==> config.mk <==
export PLATFORM = sky130hd
export DESIGN_NAME = pba_controller
export DESIGN_NICKNAME = d
export VERILOG_FILES = /design/src/rtl/pba_pkg.sv /design/src/rtl/pba_controller.sv
export SDC_FILE = /design/constraint.sdc
export NUM_CORES = 1
export LEC_CHECK = 0
export ABC_CLOCK_PERIOD_IN_PS = 1530
export BUFFER_PORTS_ARGS = -buffer_cell sky130_fd_sc_hd__buf_2
export CAP_MARGIN = 40
export CORE_AREA = 2 2 39 41
export DETAILED_ROUTE_END_ITERATION = 8
export DIE_AREA = 0 0 41 43
export GPL_TIMING_DRIVEN = 0
export PLACE_DENSITY_LB_ADDON = 0.1
export SYNTH_ARGS = -nofsm -noshare
export SYNTH_HDL_FRONTEND = slang
export SYNTH_SLANG_ARGS = --single-unit
==> constraint.sdc <==
create_clock -name clk -period 1.53 [get_ports clk]
set_input_delay 0.306 -clock clk [delete_from_list [all_inputs] [get_ports clk]]
set_output_delay 0.306 -clock clk [all_outputs]
set_load 0.005 [all_outputs]
==> src/rtl/pba_pkg.sv <==
// ----------------------------------------------------------------------------
// pba_pkg
// Shared types, codes and helpers of the page bitmap allocator.
// ----------------------------------------------------------------------------
package pba_pkg;

  localparam int MAX_WORDS_DEF  = 256;
  localparam int PAGE_SHIFT_DEF = 12;

  localparam int ADDR_W   = 48;
  localparam int BYTES_W  = 32;
  localparam int PCOUNT_W = 15;
  localparam int RADDR_W  = 26;
  localparam int STATUS_W = 2;
  localparam int COUNT_W  = 15;
  localparam int CFG_W    = 9;
  localparam int CHUNK_W  = 10;
  localparam int WORD_W   = 64;

  localparam logic [CFG_W-1:0] CFG_RESET = 9'd256;

  localparam logic [2:0] ACT_ALLOC   = 3'd0;
  localparam logic [2:0] ACT_CONSEC  = 3'd1;
  localparam logic [2:0] ACT_FREE    = 3'd2;
  localparam logic [2:0] ACT_RESERVE = 3'd3;
  localparam logic [2:0] ACT_QUERY   = 3'd4;

  localparam logic [STATUS_W-1:0] ST_OK    = 2'd0;
  localparam logic [STATUS_W-1:0] ST_RANGE = 2'd1;
  localparam logic [STATUS_W-1:0] ST_FREE  = 2'd2;
  localparam logic [STATUS_W-1:0] ST_NOMEM = 2'd3;

  typedef struct packed {
    logic clear;
    logic load;
    logic eval;
    logic fill;
    logic emit;
  } pba_cmd_t;

  typedef struct packed {
    logic clear_last;
    logic quick;
    logic finish;
    logic to_fill;
    logic fill_last;
  } pba_sts_t;

  function automatic logic [5:0] lowest_zero(input logic [WORD_W-1:0] w);
    logic [5:0] r;
    r = '0;
    for (int i = WORD_W - 1; i >= 0; i--) begin
      if (!w[i]) r = 6'(i);
    end
    return r;
  endfunction

  function automatic logic [6:0] popcount64(input logic [WORD_W-1:0] w);
    logic [6:0] c;
    c = '0;
    for (int i = 0; i < WORD_W; i++) begin
      c = c + 7'(w[i]);
    end
    return c;
  endfunction

endpackage

==> src/rtl/pba_controller.sv <==
// ----------------------------------------------------------------------------
// pba_controller
// Sequencer: clearing pass, command setup, word scan loop, run fill, result.
// ----------------------------------------------------------------------------
module pba_controller import pba_pkg::*; (
  input  logic     clk,
  input  logic     rst,
  input  logic     start,
  output logic     busy,
  output pba_cmd_t cmd,
  input  pba_sts_t sts
);

  typedef enum logic [6:0] {
    S_CLEAR = 7'b0000001,
    S_IDLE  = 7'b0000010,
    S_SETUP = 7'b0000100,
    S_READ  = 7'b0001000,
    S_EVAL  = 7'b0010000,
    S_FILL  = 7'b0100000,
    S_DONE  = 7'b1000000
  } state_t;

  state_t state, state_next;

  always_ff @(posedge clk) begin
    if (rst) begin
      state <= S_CLEAR;
    end else begin
      state <= state_next;
    end
  end

  always_comb begin
    state_next = state;
    unique case (state)
      S_CLEAR: if (sts.clear_last) state_next = S_IDLE;
      S_IDLE:  if (start) state_next = S_SETUP;
      S_SETUP: state_next = sts.quick ? S_DONE : S_READ;
      S_READ:  state_next = S_EVAL;
      S_EVAL: begin
        if (sts.to_fill) state_next = S_FILL;
        else if (sts.finish) state_next = S_DONE;
        else state_next = S_READ;
      end
      S_FILL:  if (sts.fill_last) state_next = S_DONE;
      S_DONE:  state_next = S_IDLE;
      default: state_next = S_CLEAR;
    endcase
  end

  assign busy      = (state != S_IDLE);
  assign cmd.clear = (state == S_CLEAR);
  assign cmd.load  = (state == S_IDLE) && start;
  assign cmd.eval  = (state == S_EVAL);
  assign cmd.fill  = (state == S_FILL);
  assign cmd.emit  = (state == S_DONE);

endmodule

Word level (Yosys, flattened, before mapping)
Cells that the tools add are included.
{"block": "word_totals", "latch_bits": 0, "regBits": 7, "out_inout_bits": 6, "rom_bits": 0, "ram_bits": 0, "in_bits": 8, "elab_cells": 21, "n_memories": 0}
{"block": "op_classes", "n_lt_le_gt_ge": 0, "multipliers": 0, "reduce_logical": 2, "n_shift": 0, "div_mod_pow": 0, "n_eq_ne": 11, "bitwise_logic": 0, "mux": 7, "addsub": 0}
{"op": "case mux 7 bit (7 select lines)", "count": 1}
{"op": "two-way mux 7 bit", "count": 6}
{"op": "== test 7 x 1 -> 1 bit (second input constant)", "count": 1}
{"op": "== test 7 x 2 -> 1 bit (second input constant)", "count": 1}
{"op": "== test 7 x 3 -> 1 bit (second input constant)", "count": 1}
{"op": "== test 7 x 4 -> 1 bit (second input constant)", "count": 1}
{"op": "== test 7 x 5 -> 1 bit (second input constant)", "count": 1}
{"op": "== test 7 x 6 -> 1 bit (second input constant)", "count": 1}
{"op": "== test 7 bit (second input constant)", "count": 1}
{"op": "!= test 7 x 2 -> 1 bit (second input constant)", "count": 1}
{"op": "!= test 2 x 1 -> 1 bit (second input constant)", "count": 2}
{"op": "AND reduction 3 bit", "count": 1}
{"op": "!= test 2 bit (second input constant)", "count": 1}
{"op": "logical AND 1 bit", "count": 1}

Depth between registers and ports, before layout
{"block": "logic_depth", "depth_word": 3, "ltp_mapped": 5, "depth_no_buf": 5}

Least setup slack after synthesis
OpenSTA, ideal clock, no wires.
{"block": "synth_timing", "path_type": "flip-flop to output port", "start": "register state[3]", "end": "output port cmd[3] in the netlist's numbering", "path_slack_ns": -0.134, "stages_incl_launch_ff": 5, "path_buffers": 0, "t_arrival_ns": 1.358, "required_time_ns": 1.224, "cell_sequence": "dfxtp_1 -> or4_4 -> nor4b_4 -> inv_2 -> nor2_1"}
{"item": "from (decl)", "line": "pba_controller.sv:24", "rtl": "state_t state, state_next;"}
{"item": "from (signal assigned)", "line": "pba_controller.sv:30", "rtl": "state <= state_next;"}
{"item": "to (decl)", "line": "pba_controller.sv:10", "rtl": "output pba_cmd_t cmd,"}

==> out/results.tsv <==
metric	value	unit
final worst slack	-0.464	ns
Reg clk slew, reported paths	0.05	ns
sequential fraction of the synthesis area	0.277	
CTS tree	built	
via count	560	
Slowest-stage cell, CP	or4_4	
distinct cell type count after synthesis	33	
CTS root buf	clkbuf_4	
DR DRC count	0	
CP max FO	4	
Synth Cell Area	507	sq um
gr ovfl total	0	
hold buffers post-CTS	0	
first-pass GRT wire length	2310	um
crit-path cells	or4_4 > nor4b_4 > inv_2 > nor2_2 > buf_2	
number of flip-flops in the largest register	7	
unrepaired setup endpoints after global routing	true	
Async SR Flop Fraction	0	
Vias per Instance	5.09	
R2R cell count	9	
Die Ht	43	um
CP top delay family	simple AND/OR/NAND/NOR gates	
top_reg_cell synth	dfxtp_1	
Area contributors post-synth	dfxtp_1 28%, nor4b_4 9.4%, nor2_1 4.4%, or4b_1 4.0%, a31oi_1 3.7%	
Post-synth EDFFs	0	
post-synth top area share	0.277	
Hold Vio Cnt, Final	0	
finished layout cell area	880	sq um
critical path type	flop to output pin	
status	finished with violations	
Max Freq	501	MHz
Placer Congestion	0.689	
initial antenna violation count	0	
Initial Utilization	0.366	
H-tree depth	1	
wire per inst	14.3	um
Hold Crit Depth	2	
measured slew at the worst slew-check pin	0.264	ns
IO Pins	14	
largest net degree at the start of global routing	10	
power density cells	899	nW/um^2
Routed WL	1570	um
capture point of the worst reg-to-reg path	state[0]	
Hold Crit Start	rst	
Fin Clk Skew	0.000899	ns
#FFs+latches synth	7	
DRT Pass-1 Iters	4	
Slowest Stage Delay on Critical Path	0.54	ns
Die ar.	1760	sq um
gr usage total	0.194	
leakage	0.000375	uW
Biggest register	state	
failing checks	negative setup slack	
Final Core Density	0.636	
initial DRC count	11	
critical path data arrival time	1.69	ns
Mean Syn Cell Area	9.38	sq um
Gate Count Post-Synth	54	
Final Setup Violations	12	
WHS Endpoint	state[3]	
CTS Sinks	7	
Core ar.	1380	sq um
Cell Area, Placed	593	sq um
Area Growth Syn to Fin	73.6	%
dpl hpwl	869	um
Slew Viols, Final	0	
Clock Latency Late Sink	0.25	ns
Max Cap Viol	0	
fin nets	103	
hold crit path type	primary input to flop	
maximum clock insertion buffer count	2	
Period minus WS final	1.99	ns
CP endpoint kind	output pin	
worst relative slew slack	0.823	
worst slack, placed	-0.288	ns
CP Launch Type	flop	
Synth area leader	dfxtp_1	
Worst VDD drop	0.486	mV
part of the cycle the worst path needs	1.30	
Buffers on Ports	13	
synth warn	0	
vias in the first global route	517	
die width	41	um
Detail Route Antenna Nets	0	
# rows	14	
R2R Path Start	state[3]	
# diodes	0	
Worst Path Required	1.22	ns
Buf/Inv on CP	2	
CTS buffer count	3	
top flop regs	state (7)	
Post-Syn Nets	62	
top-count cell post-synth	dfxtp_1	
commonest cells in the synthesized netlist	7 x dfxtp_1, 6 x nor2_1, 4 x inv_1	
proportion of layout cells with a drive suffix above 1	0.702	
reg2reg setup slack	-0.43	ns
## cells by family after synthesis
kind of cell / Yosys count / synth area share
buffers and inverters: 7 / 0.0741
flip-flops: 7 / 0.277
AO/OA/AOI/OAI: 11 / 0.175
AND/OR/NAND/NOR: 27 / 0.440
XOR/XNOR: 2 / 0.0346
## placed cells by master (no fill, tap or decap), types with 2 or more instances in the layout
cell	Yosys	final
a31oi_1	3	3
buf_2	0	13
buf_4	1	19
buf_6	1	6
clkbuf_4	0	3
dfxtp_2	0	5
dfxtp_4	0	2
inv_1	4	4
nand2_2	1	2
nand3b_1	2	2
nor2_1	6	3
nor2_2	0	2
nor3b_1	2	2
nor4b_4	2	3
## area by class of cell
| cell class | instances | area, sq um |
|---|---|---|
| multi-input cells | 40 | 385 |
| repair buffers | 38 | 275 |
| clock buffers | 4 | 26.3 |
| fillers | 114 | 504 |
| flip-flops and latches | 7 | 154 |
| well taps | 16 | 20.0 |
| inverters | 5 | 18.8 |
## power breakdown
group	leakage (uW)	internal [uW]	switching [uW]	total, uW
clock	0.0000150	99.8	73.1	173
combinational	0.000300	212	161	373
sequential	0.0000601	205	41.0	246
total	0.000375	516	275	791
## per-layer routing
layer	wire length (um)	vias up	global-route usage	share of wire
met1	706	264	0.251	0.45
met4	21	0	0.100	0.013
met3	37	2	0.0157	0.024
met2	809	9	0.303	0.51
met5	0	-	0	0
li1	-	285	-	-
## worst register-to-register path, delay by kind of cell, from the launching register on
kind	cells	cell delay, ns
flip-flops	1	0.32
AND/OR/NAND/NOR	2	0.82
AO/OA/AOI/OAI	2	0.14
buffers and inverters	5	0.55
## through the flow
stage / instances / power, uW / hold WS, ns / TNS (ns)
after floorplan: 54 / 391 / 0.368 / -0.163
after global placement: 83 / 454 / 0.500 / -1.09
after detailed placement: 83 / 453 / 0.498 / -1.16
after CTS: 101 / 734 / 0.236 / -3.88
after global routing: 110 / 844 / 0.237 / -4.75
final: 110 / 791 / 0.240 / -4.15
## how the worst max path moves through the flow
stage	to	from	slack [ns]	cells after the start
3_3_place_gp	cmd[3]	state[3]	-0.27	5
2_1_floorplan	cmd[3]	state[3]	-0.13	4
4_1_cts	cmd[1]	state[3]	-0.45	4
6_report	cmd[3]	state[3]	-0.46	5
3_5_place_dp	cmd[3]	state[3]	-0.29	5
5_1_grt	cmd[3]	state[3]	-0.52	5
## what timing repair did
action	4_1_cts	5_1_grt
setup endpoints to repair	13	13
pin swaps	7	9
buffers inserted	18	12
resized for setup	15	11
Power figures use the tool's default switching activity.
